$ cat src/apse_pkg.sv
// ============================================================================
// apse_pkg
// Shared types and constants of the Annex-B parameter-set extractor.
// ============================================================================
`default_nettype none

package apse_pkg;

    // Parse phase of the byte scanner.
    typedef enum logic [1:0] {
        PH_IDLE,
        PH_SEARCH,
        PH_HEADER,
        PH_BODY
    } t_phase;

    localparam logic       MODE_FEED       = 1'b0;
    localparam logic       MODE_READ       = 1'b1;
    localparam logic       STORE_SPS       = 1'b0;
    localparam logic       STORE_PPS       = 1'b1;
    localparam logic [4:0] NAL_TYPE_MASK   = 5'h1F;
    localparam logic [4:0] NAL_SPS         = 5'd7;
    localparam logic [4:0] NAL_PPS         = 5'd8;
    localparam logic [7:0] START_CODE_BYTE = 8'h01;
    localparam logic [7:0] ZERO_BYTE       = 8'h00;

    // Up to three store bytes are confirmed by one packet byte.
    localparam int KEEP_SLOTS = 3;

    typedef struct packed {
        logic       mode;
        logic [7:0] data_byte;
        logic       packet_last;
        logic       packet_keyframe;
        logic       read_which;
        logic [5:0] read_index;
    } t_item;

    typedef struct packed {
        logic       vld;
        logic [7:0] data;
    } t_keep;

endpackage

`default_nettype wire

$ cat src/apse_ram.sv
// ============================================================================
// apse_ram
// Generic single-write, single-read RAM with a registered read port.
// ============================================================================
`default_nettype none

module apse_ram #(
    parameter int WIDTH = 8,
    parameter int DEPTH = 32
) (
    input  wire logic                     i_clk,
    input  wire logic                     i_we,
    input  wire logic [$clog2(DEPTH)-1:0] i_waddr,
    input  wire logic [WIDTH-1:0]         i_wdata,
    input  wire logic                     i_re,
    input  wire logic [$clog2(DEPTH)-1:0] i_raddr,
    output logic      [WIDTH-1:0]         o_rdata
);

    logic [WIDTH-1:0] r_mem [DEPTH];
    logic [WIDTH-1:0] r_rdata;

    always_ff @(posedge i_clk) begin
        if (i_we) begin
            r_mem[i_waddr] <= i_wdata;
        end
        if (i_re) begin
            r_rdata <= r_mem[i_raddr];
        end
    end

    assign o_rdata = r_rdata;

endmodule

`default_nettype wire

$ cat src/apse_parser.sv
// ============================================================================
// apse_parser
// Start-code scanner and unit tracker: phase, byte window, unit count,
// committed lengths and flags, plus the store bytes confirmed per item.
// ============================================================================
`default_nettype none

module apse_parser #(
    parameter int STORE_BYTES = 64
) (
    input  wire logic                               i_clk,
    input  wire logic                               i_rst_n,
    input  wire logic                               i_advance,
    input  wire apse_pkg::t_item                    i_item,
    output apse_pkg::t_keep [apse_pkg::KEEP_SLOTS-1:0] o_keep,
    output logic [$clog2(STORE_BYTES+1)-1:0]        o_keep_base,
    output logic                                    o_keep_sel,
    output logic [$clog2(STORE_BYTES+1)-1:0]        o_sps_len,
    output logic [$clog2(STORE_BYTES+1)-1:0]        o_pps_len,
    output logic                                    o_cached,
    output logic                                    o_overflow
);

    localparam int CW = $clog2(STORE_BYTES + 1);
    localparam logic [CW:0] STORE_LIMIT = (CW+1)'(STORE_BYTES);

    apse_pkg::t_phase r_phase, n_phase, w_phase;
    logic             r_parse_on, n_parse_on, w_on;
    logic [23:0]      r_recent, n_recent, w_recent;
    logic [1:0]       r_region, n_region, w_region;
    logic [4:0]       r_type, n_type, w_type, w_hdr_type;
    logic [CW-1:0]    r_count, n_count, w_base, w_count_new;
    logic [CW-1:0]    r_sps_len, n_sps_len, w_sps_end;
    logic [CW-1:0]    r_pps_len, n_pps_len, w_pps_end;
    logic             r_cached, n_cached;
    logic             r_overflow, n_overflow;

    logic       w_feed, w_first, w_code, w_term, w_is_ps, w_end, w_keep_ovf;
    logic [7:0] w_b;
    apse_pkg::t_keep [apse_pkg::KEEP_SLOTS-1:0] w_raw, w_cmp, w_keep;

    assign w_b     = i_item.data_byte;
    assign w_feed  = i_advance && (i_item.mode == apse_pkg::MODE_FEED);
    assign w_first = (r_phase == apse_pkg::PH_IDLE);

    // The first byte of a packet opens a scan with a clean window.
    assign w_phase  = w_first ? apse_pkg::PH_SEARCH : r_phase;
    assign w_on     = w_first ? (i_item.packet_keyframe && !r_cached) : r_parse_on;
    assign w_recent = w_first ? 24'h0 : r_recent;
    assign w_region = w_first ? 2'd0 : r_region;

    assign w_code = (w_region == 2'd3) && (w_recent == 24'h0)
                    && (w_b == apse_pkg::START_CODE_BYTE);
    assign w_term = (w_region >= 2'd2) && (w_recent[15:0] == 16'h0)
                    && (w_b[7:1] == apse_pkg::ZERO_BYTE[7:1]);

    assign w_hdr_type = w_b[4:0] & apse_pkg::NAL_TYPE_MASK;
    assign w_type     = (w_phase == apse_pkg::PH_HEADER) ? w_hdr_type : r_type;
    assign w_is_ps    = (w_type == apse_pkg::NAL_SPS) || (w_type == apse_pkg::NAL_PPS);
    assign w_base     = (w_phase == apse_pkg::PH_HEADER) ? '0 : r_count;

    assign w_end = w_on && (((w_phase == apse_pkg::PH_HEADER) && i_item.packet_last)
                 || ((w_phase == apse_pkg::PH_BODY) && (w_term || i_item.packet_last)));

    // Store bytes confirmed by this item, packed in order, and their effect on the count.
    always_comb begin
        logic [1:0]  k;
        logic [1:0]  n;
        logic [CW:0] a;
        logic [CW:0] sum;
        w_raw = '0;
        w_cmp = '0;
        w_keep = '0;
        w_keep_ovf = 1'b0;
        k = 2'd0;
        if (w_feed && w_on) begin
            case (w_phase)
                apse_pkg::PH_HEADER: begin
                    w_raw[2] = '{vld: 1'b1, data: w_b};
                end
                apse_pkg::PH_BODY: begin
                    if (!w_term) begin
                        w_raw[0] = '{vld: (w_region >= 2'd2), data: w_recent[15:8]};
                        w_raw[1] = '{vld: i_item.packet_last && (w_region >= 2'd1),
                                     data: w_recent[7:0]};
                        w_raw[2] = '{vld: i_item.packet_last, data: w_b};
                    end
                end
                default: ;
            endcase
        end
        for (int i = 0; i < apse_pkg::KEEP_SLOTS; i++) begin
            if (w_raw[i].vld) begin
                w_cmp[k] = w_raw[i];
                k = k + 2'd1;
            end
        end
        n = k;
        for (int i = 0; i < apse_pkg::KEEP_SLOTS; i++) begin
            a = (CW+1)'(w_base) + (CW+1)'(i);
            if (w_cmp[i].vld && w_is_ps) begin
                if (a < STORE_LIMIT) begin
                    w_keep[i] = w_cmp[i];
                end else begin
                    w_keep_ovf = 1'b1;
                end
            end
        end
        sum = (CW+1)'(w_base) + (CW+1)'(n);
        if (!w_is_ps) begin
            w_count_new = w_base;
        end else if (sum > STORE_LIMIT) begin
            w_count_new = CW'(STORE_BYTES);
        end else begin
            w_count_new = sum[CW-1:0];
        end
    end

    assign w_sps_end = (w_type == apse_pkg::NAL_SPS) ? w_count_new : r_sps_len;
    assign w_pps_end = (w_type == apse_pkg::NAL_PPS) ? w_count_new : r_pps_len;

    always_comb begin
        n_phase    = r_phase;
        n_parse_on = r_parse_on;
        n_recent   = r_recent;
        n_region   = r_region;
        n_type     = r_type;
        n_count    = r_count;
        n_sps_len  = r_sps_len;
        n_pps_len  = r_pps_len;
        n_cached   = r_cached;
        n_overflow = r_overflow;
        if (w_feed) begin
            n_phase    = w_phase;
            n_parse_on = w_on;
            n_recent   = w_recent;
            n_region   = w_region;
            if (w_on) begin
                unique case (w_phase)
                    apse_pkg::PH_SEARCH: begin
                        if (w_code) begin
                            n_phase = apse_pkg::PH_HEADER;
                        end else begin
                            n_recent = {w_recent[15:0], w_b};
                            if (w_region != 2'd3) begin
                                n_region = w_region + 2'd1;
                            end
                        end
                    end
                    apse_pkg::PH_HEADER: begin
                        n_type   = w_hdr_type;
                        n_count  = w_count_new;
                        n_recent = 24'h0;
                        n_region = 2'd0;
                        n_phase  = apse_pkg::PH_BODY;
                    end
                    apse_pkg::PH_BODY: begin
                        if (w_term) begin
                            // Rescan from the terminator's first byte.
                            n_recent = {16'h0, w_b};
                            n_region = 2'd3;
                            n_phase  = apse_pkg::PH_SEARCH;
                        end else begin
                            n_recent = {8'h0, w_recent[7:0], w_b};
                            if (w_region < 2'd2) begin
                                n_region = w_region + 2'd1;
                            end
                            n_count = w_count_new;
                        end
                    end
                    default: ;
                endcase
                if (w_keep_ovf) begin
                    n_overflow = 1'b1;
                end
                if (w_end) begin
                    n_sps_len = w_sps_end;
                    n_pps_len = w_pps_end;
                    if ((w_sps_end != '0) && (w_pps_end != '0)) begin
                        n_cached   = 1'b1;
                        n_parse_on = 1'b0;
                    end
                end
            end
            if (i_item.packet_last) begin
                n_phase    = apse_pkg::PH_IDLE;
                n_parse_on = 1'b0;
                n_recent   = 24'h0;
                n_region   = 2'd0;
            end
        end
    end

    always_ff @(posedge i_clk) begin
        if (!i_rst_n) begin
            r_phase    <= apse_pkg::PH_IDLE;
            r_parse_on <= 1'b0;
            r_recent   <= 24'h0;
            r_region   <= 2'd0;
            r_type     <= 5'd0;
            r_count    <= '0;
            r_sps_len  <= '0;
            r_pps_len  <= '0;
            r_cached   <= 1'b0;
            r_overflow <= 1'b0;
        end else begin
            r_phase    <= n_phase;
            r_parse_on <= n_parse_on;
            r_recent   <= n_recent;
            r_region   <= n_region;
            r_type     <= n_type;
            r_count    <= n_count;
            r_sps_len  <= n_sps_len;
            r_pps_len  <= n_pps_len;
            r_cached   <= n_cached;
            r_overflow <= n_overflow;
        end
    end

    assign o_keep      = w_keep;
    assign o_keep_base = w_base;
    assign o_keep_sel  = (w_type == apse_pkg::NAL_PPS) ? apse_pkg::STORE_PPS
                                                       : apse_pkg::STORE_SPS;
    assign o_sps_len   = r_sps_len;
    assign o_pps_len   = r_pps_len;
    assign o_cached    = r_cached;
    assign o_overflow  = r_overflow;

endmodule

`default_nettype wire

$ cat src/apse_store.sv
// ============================================================================
// apse_store
// Both parameter-set stores in four byte banks interleaved by address, so
// that three consecutive bytes can be written in one cycle.
// ============================================================================
`default_nettype none

module apse_store #(
    parameter int STORE_BYTES = 64
) (
    input  wire logic                                  i_clk,
    input  wire logic                                  i_advance,
    input  wire apse_pkg::t_keep [apse_pkg::KEEP_SLOTS-1:0] i_keep,
    input  wire logic [$clog2(STORE_BYTES+1)-1:0]      i_keep_base,
    input  wire logic                                  i_keep_sel,
    input  wire logic                                  i_rd_hit,
    input  wire logic                                  i_rd_which,
    input  wire logic [5:0]                            i_rd_index,
    output logic      [7:0]                            o_read_byte
);

    localparam int CW         = $clog2(STORE_BYTES + 1);
    localparam int IW         = (CW > 6) ? CW : 6;
    localparam int ROWS       = (STORE_BYTES + 3) / 4;
    localparam int RRW        = $clog2(ROWS);
    localparam int BANK_DEPTH = 2 << RRW;

    logic [IW-1:0]  w_idx;
    logic [RRW-1:0] w_rd_row;
    logic [7:0]     w_bank_q [4];
    logic [1:0]     r_rd_bank;
    logic           r_rd_hit;

    assign w_idx    = IW'(i_rd_index);
    assign w_rd_row = RRW'(w_idx >> 2);

    for (genvar j = 0; j < 4; j++) begin : g_bank
        logic           w_we;
        logic [RRW:0]   w_waddr;
        logic [7:0]     w_wdata;

        // Consecutive addresses land in distinct banks, so at most one slot matches.
        always_comb begin
            logic [CW:0] a;
            w_we    = 1'b0;
            w_waddr = '0;
            w_wdata = '0;
            for (int i = 0; i < apse_pkg::KEEP_SLOTS; i++) begin
                a = (CW+1)'(i_keep_base) + (CW+1)'(i);
                if (i_keep[i].vld && (a[1:0] == 2'(j))) begin
                    w_we    = i_advance;
                    w_waddr = {i_keep_sel, RRW'(a >> 2)};
                    w_wdata = i_keep[i].data;
                end
            end
        end

        apse_ram #(
            .WIDTH (8),
            .DEPTH (BANK_DEPTH)
        ) u_ram (
            .i_clk   (i_clk),
            .i_we    (w_we),
            .i_waddr (w_waddr),
            .i_wdata (w_wdata),
            .i_re    (i_advance),
            .i_raddr ({i_rd_which, w_rd_row}),
            .o_rdata (w_bank_q[j])
        );
    end

    always_ff @(posedge i_clk) begin
        if (i_advance) begin
            r_rd_bank <= i_rd_index[1:0];
            r_rd_hit  <= i_rd_hit;
        end
    end

    assign o_read_byte = r_rd_hit ? w_bank_q[r_rd_bank] : apse_pkg::ZERO_BYTE;

endmodule

`default_nettype wire

$ cat src/annexb_parameter_set_extractor.sv
// ============================================================================
// annexb_parameter_set_extractor
// Scans keyframe Annex-B packets for SPS and PPS units, caches them and
// returns stored bytes on request.
// ============================================================================
//
//  Channel   Direction  Payload                                   Handshake
//  s_axis    in         tdata: byte/keyframe/which/index,         tvalid/tready
//                       tuser: mode, tlast: packet end
//  m_axis    out        tdata: read byte, lengths, flags          tvalid/tready
//
// One request is taken per cycle while m_axis is not stalled; its result is
// valid on m_axis once it has passed the input register, then the result
// and RAM read registers.
// The per-byte scan, unit tracking and store writes are a single pass of
// logic between the input register and the state and bank RAMs.
// Reset clears all scan state, lengths and flags; store contents are not
// cleared, and bytes beyond a committed length read as zero.
// A stall on m_axis holds the whole pipeline; one request waits in the
// input register meanwhile.
// ============================================================================
`default_nettype none

module annexb_parameter_set_extractor #(
    parameter int STORE_BYTES = 64
) (
    input  wire logic        i_clk,
    input  wire logic        i_rst_n,
    input  wire logic        s_axis_tvalid,
    output logic             s_axis_tready,
    // [7:0] data_byte, [8] packet_keyframe, [9] read_which, [15:10] read_index
    input  wire logic [15:0] s_axis_tdata,
    // [0] mode
    input  wire logic [0:0]  s_axis_tuser,
    input  wire logic        s_axis_tlast,
    output logic             m_axis_tvalid,
    input  wire logic        m_axis_tready,
    // [7:0] read_byte, [14:8] sps_length, [21:15] pps_length,
    // [22] both_cached, [23] overflow
    output logic [23:0]      m_axis_tdata
);

    localparam int CW = $clog2(STORE_BYTES + 1);
    localparam int IW = (CW > 6) ? CW : 6;

    apse_pkg::t_item r_in;
    logic            r_in_valid, n_in_valid;
    logic            r_out_valid, n_out_valid;
    logic            w_advance, w_s_accept, w_rd_hit;

    apse_pkg::t_keep [apse_pkg::KEEP_SLOTS-1:0] w_keep;
    logic [CW-1:0]   w_keep_base, w_sps_len, w_pps_len, w_rd_len;
    logic            w_keep_sel, w_cached, w_overflow;
    logic [7:0]      w_read_byte;
    logic [CW+6:0]   w_sps_ext, w_pps_ext;

    assign w_advance     = r_in_valid && (!r_out_valid || m_axis_tready);
    assign s_axis_tready = !r_in_valid || w_advance;
    assign w_s_accept    = s_axis_tvalid && s_axis_tready;

    always_comb begin
        n_in_valid = r_in_valid;
        if (w_s_accept) begin
            n_in_valid = 1'b1;
        end else if (w_advance) begin
            n_in_valid = 1'b0;
        end
        n_out_valid = r_out_valid;
        if (w_advance) begin
            n_out_valid = 1'b1;
        end else if (m_axis_tready) begin
            n_out_valid = 1'b0;
        end
    end

    always_ff @(posedge i_clk) begin
        if (!i_rst_n) begin
            r_in_valid  <= 1'b0;
            r_out_valid <= 1'b0;
        end else begin
            r_in_valid  <= n_in_valid;
            r_out_valid <= n_out_valid;
        end
    end

    always_ff @(posedge i_clk) begin
        if (w_s_accept) begin
            r_in.mode            <= s_axis_tuser[0];
            r_in.data_byte       <= s_axis_tdata[7:0];
            r_in.packet_last     <= s_axis_tlast;
            r_in.packet_keyframe <= s_axis_tdata[8];
            r_in.read_which      <= s_axis_tdata[9];
            r_in.read_index      <= s_axis_tdata[15:10];
        end
    end

    apse_parser #(
        .STORE_BYTES (STORE_BYTES)
    ) u_parser (
        .i_clk       (i_clk),
        .i_rst_n     (i_rst_n),
        .i_advance   (w_advance),
        .i_item      (r_in),
        .o_keep      (w_keep),
        .o_keep_base (w_keep_base),
        .o_keep_sel  (w_keep_sel),
        .o_sps_len   (w_sps_len),
        .o_pps_len   (w_pps_len),
        .o_cached    (w_cached),
        .o_overflow  (w_overflow)
    );

    // A read request leaves the lengths untouched, so the current ones apply.
    assign w_rd_len = (r_in.read_which == apse_pkg::STORE_PPS) ? w_pps_len : w_sps_len;
    assign w_rd_hit = (r_in.mode == apse_pkg::MODE_READ)
                      && (IW'(r_in.read_index) < IW'(w_rd_len));

    apse_store #(
        .STORE_BYTES (STORE_BYTES)
    ) u_store (
        .i_clk       (i_clk),
        .i_advance   (w_advance),
        .i_keep      (w_keep),
        .i_keep_base (w_keep_base),
        .i_keep_sel  (w_keep_sel),
        .i_rd_hit    (w_rd_hit),
        .i_rd_which  (r_in.read_which),
        .i_rd_index  (r_in.read_index),
        .o_read_byte (w_read_byte)
    );

    // The parser state changes only with an advance, so after that edge it
    // already holds the result of the request now in the output stage.
    assign w_sps_ext = {7'b0, w_sps_len};
    assign w_pps_ext = {7'b0, w_pps_len};

    assign m_axis_tvalid = r_out_valid;
    assign m_axis_tdata  = {w_overflow, w_cached, w_pps_ext[6:0], w_sps_ext[6:0],
                            w_read_byte};

    a_cached_lengths : assert property (@(posedge i_clk) disable iff (!i_rst_n)
        w_cached |-> ((w_sps_len != '0) && (w_pps_len != '0)))
        else $error("both_cached set without two committed lengths");

    a_cached_sticky : assert property (@(posedge i_clk) disable iff (!i_rst_n)
        w_cached |=> w_cached)
        else $error("both_cached dropped");

    a_len_bound : assert property (@(posedge i_clk) disable iff (!i_rst_n)
        (w_sps_len <= CW'(STORE_BYTES)) && (w_pps_len <= CW'(STORE_BYTES)))
        else $error("committed length beyond store capacity");

    a_out_from_advance : assert property (@(posedge i_clk) disable iff (!i_rst_n)
        $rose(r_out_valid) |-> $past(w_advance))
        else $error("result shown without a processed request");

endmodule

`default_nettype wire
$ cat config.mk
export PLATFORM = sky130hd
export DESIGN_NAME = annexb_parameter_set_extractor
export DESIGN_NICKNAME = d
export VERILOG_FILES = /design/src/apse_pkg.sv /design/src/apse_ram.sv /design/src/apse_parser.sv /design/src/apse_store.sv /design/src/annexb_parameter_set_extractor.sv
export SDC_FILE = /design/constraint.sdc
export NUM_CORES = 1
export LEC_CHECK = 0
export ABC_CLOCK_PERIOD_IN_PS = 6400
export CAP_MARGIN = 10
export CORE_MARGIN = 8
export CORE_UTILIZATION = 48
export CTS_CLUSTER_SIZE = 40
export DETAILED_ROUTE_END_ITERATION = 10
export DONT_BUFFER_PORTS = 1
export PLACE_DENSITY = 0.65
export SETUP_SLACK_MARGIN = 0.1
export SLEW_MARGIN = 10
export SYNTH_ARGS = -nofsm -noshare
export SYNTH_HDL_FRONTEND = slang
export SYNTH_SLANG_ARGS = --single-unit
$ cat constraint.sdc
create_clock -name i_clk -period 6.4 [get_ports i_clk]
set_clock_uncertainty 0.15 [all_clocks]
set_input_delay 1.28 -clock i_clk [delete_from_list [all_inputs] [get_ports i_clk]]
set_output_delay 1.28 -clock i_clk [all_outputs]
set_load 0.01 [all_outputs]
==> flow_summary.yaml <==
cells_and_area:
  final_cell_mix: "1077 x edfxtp_1, 328 x mux4_2, 164 x nor2_1"
  fin_util_pct: 54.7
  layout_commonest_cell: "edfxtp_1"
  nets: 2547
  drive_above_1_share_pct: 27.8
  syn_to_final_growth_pct: 13.4
power_and_ir_drop:
  internal_power_mw: 12.1
  switching_share_pct: 19.9
  p_sw_mw: 3.01
  peakVddDrop_uv: 243
  comb_power_share_pct: 1.8
  leakagePower_nw: 13.3
  clockPowerShare_pct: 45.0
  pwr_density_cell_nw_per_um2: 288
  p_seq_share_pct: 53.2
run_status:
  status: "completed"
sta:
  drv_slew: 0
  hold_viol_final: 0
  max_slew_margin_pct: 14.7
  worst_slew_pin_slew_ns: 1.27
  finalSetupViolCount: 0
  period_needed_ns: 5.64
  rsz0062_at_grt: "no"
  fin_tns_setup_ns: 0
  whs_ns: 0.318
  fin_crit_sh_pct: 88.1
  max_freq_ghz: 0.177
yosys:
  yosys_warnings: 0
  synth.largest_area_cell: "edfxtp_1"
  synth-xor-area-share_pct: 0.189
  synthTopCellsByArea: "edfxtp_1 70%, mux4_2 16%, dfxtp_1 2.5%"
  avgSynthCellArea_um2: 19.4
  synthCells: 2393
  synth_edf_count: 1077
  synth_compound_area_share_pct: 3.64
  yosysTopAreaCellShare_pct: 69.8
  synth_top_family_by_area: "multiplexers"
  synth-seq-cells: 1136
  synth.cell_area_um2: 46300
  synth-async-reset-ratio_pct: 0
  ys_seq_area_share_pct: 72.3
  synth_cell_type_count: 80
  synthAdderAreaFrac_pct: 0.464
  synthSimpleGateAreaFrac_pct: 4.73
  ys.flop_type: "edfxtp_1"
  synthMuxAreaShare_pct: 17.4
  syn-num-nets: 2431
routing:
  drc: 0
  postRouteAntennaNets: 0
  via_per_inst: 6.16
  drtIter0Drc: 3033
  routed-via-count: 24000
  wl_um: 110000
  drt-wirelength-per-cell_um: 28.2
  first_pass_iters: 6
run:
  cap_violations: 0
critical_path:
  arrival_ns: 5.81
  crit_path_start_kind: "flop"
  worstSetupPathType: "flop to flop"
  critPathRequiredTime_ns: 6.57
  r2r_start: "u_parser.r_recent[0]"
  cp_max_fo: 10
  startpoint: "u_parser.r_recent[0]"
  end_kind: "flop"
global_routing:
  grt_max_degree: 97
  track_usage_pct: 20.3
  grt_antenna_before_repair: 5
  grt_pass1_wl_um: 164000
  grt_overflow: 0
  first_global_vias: 24300
clock_tree:
  clock_latency_ns: 0.70
  postCtsSetupRepairBufs: 0
  postCtsHoldBufs: 0
  cts-htree-levels: 3
  cts_sinks: 1136
  cts_buffers: 114
  cts-resized-gates: 0
  clock_path_buffers: 3
  cts.clk_slew.worst_paths_ns: 0.06
  cts_tree: "built"
  root_buffer: "clkbuf_16"
place:
  place_congestion: 0.925
  port_buffers: 0
  dpl.hpwl_um: 71300
floorplan:
  ios: 48
  die_h_um: 327
  num_rows: 114
  die-area_um2: 107000
  coreArea_um2: 96100
  initial_core_util_pct: 48.2
  dieWidth_um: 327
min_path:
  hold_path.startpoint: "u_parser.r_recent[18]"
  hold_class: "flop to flop"
logic make-up after synthesis:
family | Yosys count
DFF | 1136
and+or+nand+nor | 454
muxes | 389
AOI/OAI and AO/OA | 236
buffers and inverters | 152
adders and majority gates | 16
xor gates and xnor gates | 10
stage by stage:
stage / total power, mW / setup WS (ns) / instances / instance area [um^2]
floorplan: 8.40 / 1.23 / 2393 / 46300
global placement: 8.47 / 0.783 / 3669 / 48600
detailed placement: 8.47 / 0.678 / 3669 / 48600
CTS: 15.2 / 0.937 / 3887 / 52500
global route: 15.5 / 0.532 / 3887 / 52500
finish: 15.1 / 0.759 / 3890 / 52600
cells in the mapped netlist, types with 6 or more instances:
master,instances
edfxtp_1,1077
mux4_2,328
nor2_1,164
nand2_1,93
clkbuf_1,92
dfxtp_1,59
nand3_1,48
o21ai_0,45
nor2b_1,37
mux2_2,34
a21oi_1,33
mux2i_1,27
a22oi_1,24
buf_1,24
inv_1,24
nor3_1,22
a22o_1,21
o221ai_1,18
nor4_1,15
ha_1,14
and2_1,13
and3_1,10
buf_2,9
nand2b_1,9
o22ai_1,8
a211oi_1,7
nand4_1,7
o21a_1,7
o21ai_1,7
nand3b_1,6
xor2_1,6
flip-flops by register name, indices dropped and copies added (netlist names):
name / count
u_parser.o_sps_len: 7
u_parser.r_parse_on: 1
u_store.g_bank.u_ram.o_rdata: 32
u_parser.r_region: 2
r_in_valid: 1
u_parser.o_cached: 1
u_parser.o_overflow: 1
u_parser.o_pps_len: 7
m_axis_tvalid: 1
u_parser.r_type: 5
u_parser.r_recent: 24
u_store.g_bank.u_ram.r_mem: 1024
u_parser.r_count: 7
r_in: 18
u_store.r_rd_hit: 1
u_parser.r_phase: 2
u_store.r_rd_bank: 2
path summary, 6_finish.rpt:
kind	end	slack, ns	cells after the start
max	u_store.g_bank[1].u_ram.r_mem[10][1]	0.76	13
min	u_parser.r_recent[18]	0.32	1
max reg2reg	u_store.g_bank[1].u_ram.r_mem[10][1]	0.76	13
min reg2reg	u_parser.r_recent[18]	0.32	1
critical path: stages, from the launching register on:
cell and delay [ns]:
dfxtp_1 0.38, nor4_1 0.50, nand4_1 0.26, o21ai_2 0.51
nor3_1 0.15, inv_1 0.16, ha_1 0.22, nand2_1 0.07
nor4_1 0.36, o31ai_4 0.19, a211o_1 0.49, a211oi_1 0.62
nand2_1 0.50, nor2_1 0.70
metal layers:
layer / track usage [%] / share of wire, % / routed length [um] / up-vias
met5: 0 / 0 / 0 / -
met4: 5.33 / 2.5 / 2760 / 0
met3: 3.27 / 6.6 / 7210 / 196
met2: 32.9 / 49 / 53500 / 1028
met1: 28.9 / 42 / 46100 / 12600
li1: - / - / - / 10200
power by group through the flow:
stage	Clock [mW]	Sequential [mW]	Combinational [mW]
floorplan	0	8.19	0.217
global placement	0	8.20	0.270
detailed placement	0	8.20	0.273
CTS	6.91	8.04	0.272
global route	7.19	8.04	0.285
finish	6.81	8.04	0.265
layout make-up:
class	instances	area [um^2]
Fill cell	7308	43600
Sequential cell	1136	33500
Multi-Input combinational cell	1105	12400
Clock buffer	131	2950
Tap cell	1276	1600
Timing Repair Buffer	127	1030
Clock inverter	87	938
Inverter	25	93.8
Antenna cell	3	7.51
No activity file was read; power rests on OpenSTA's default activity.
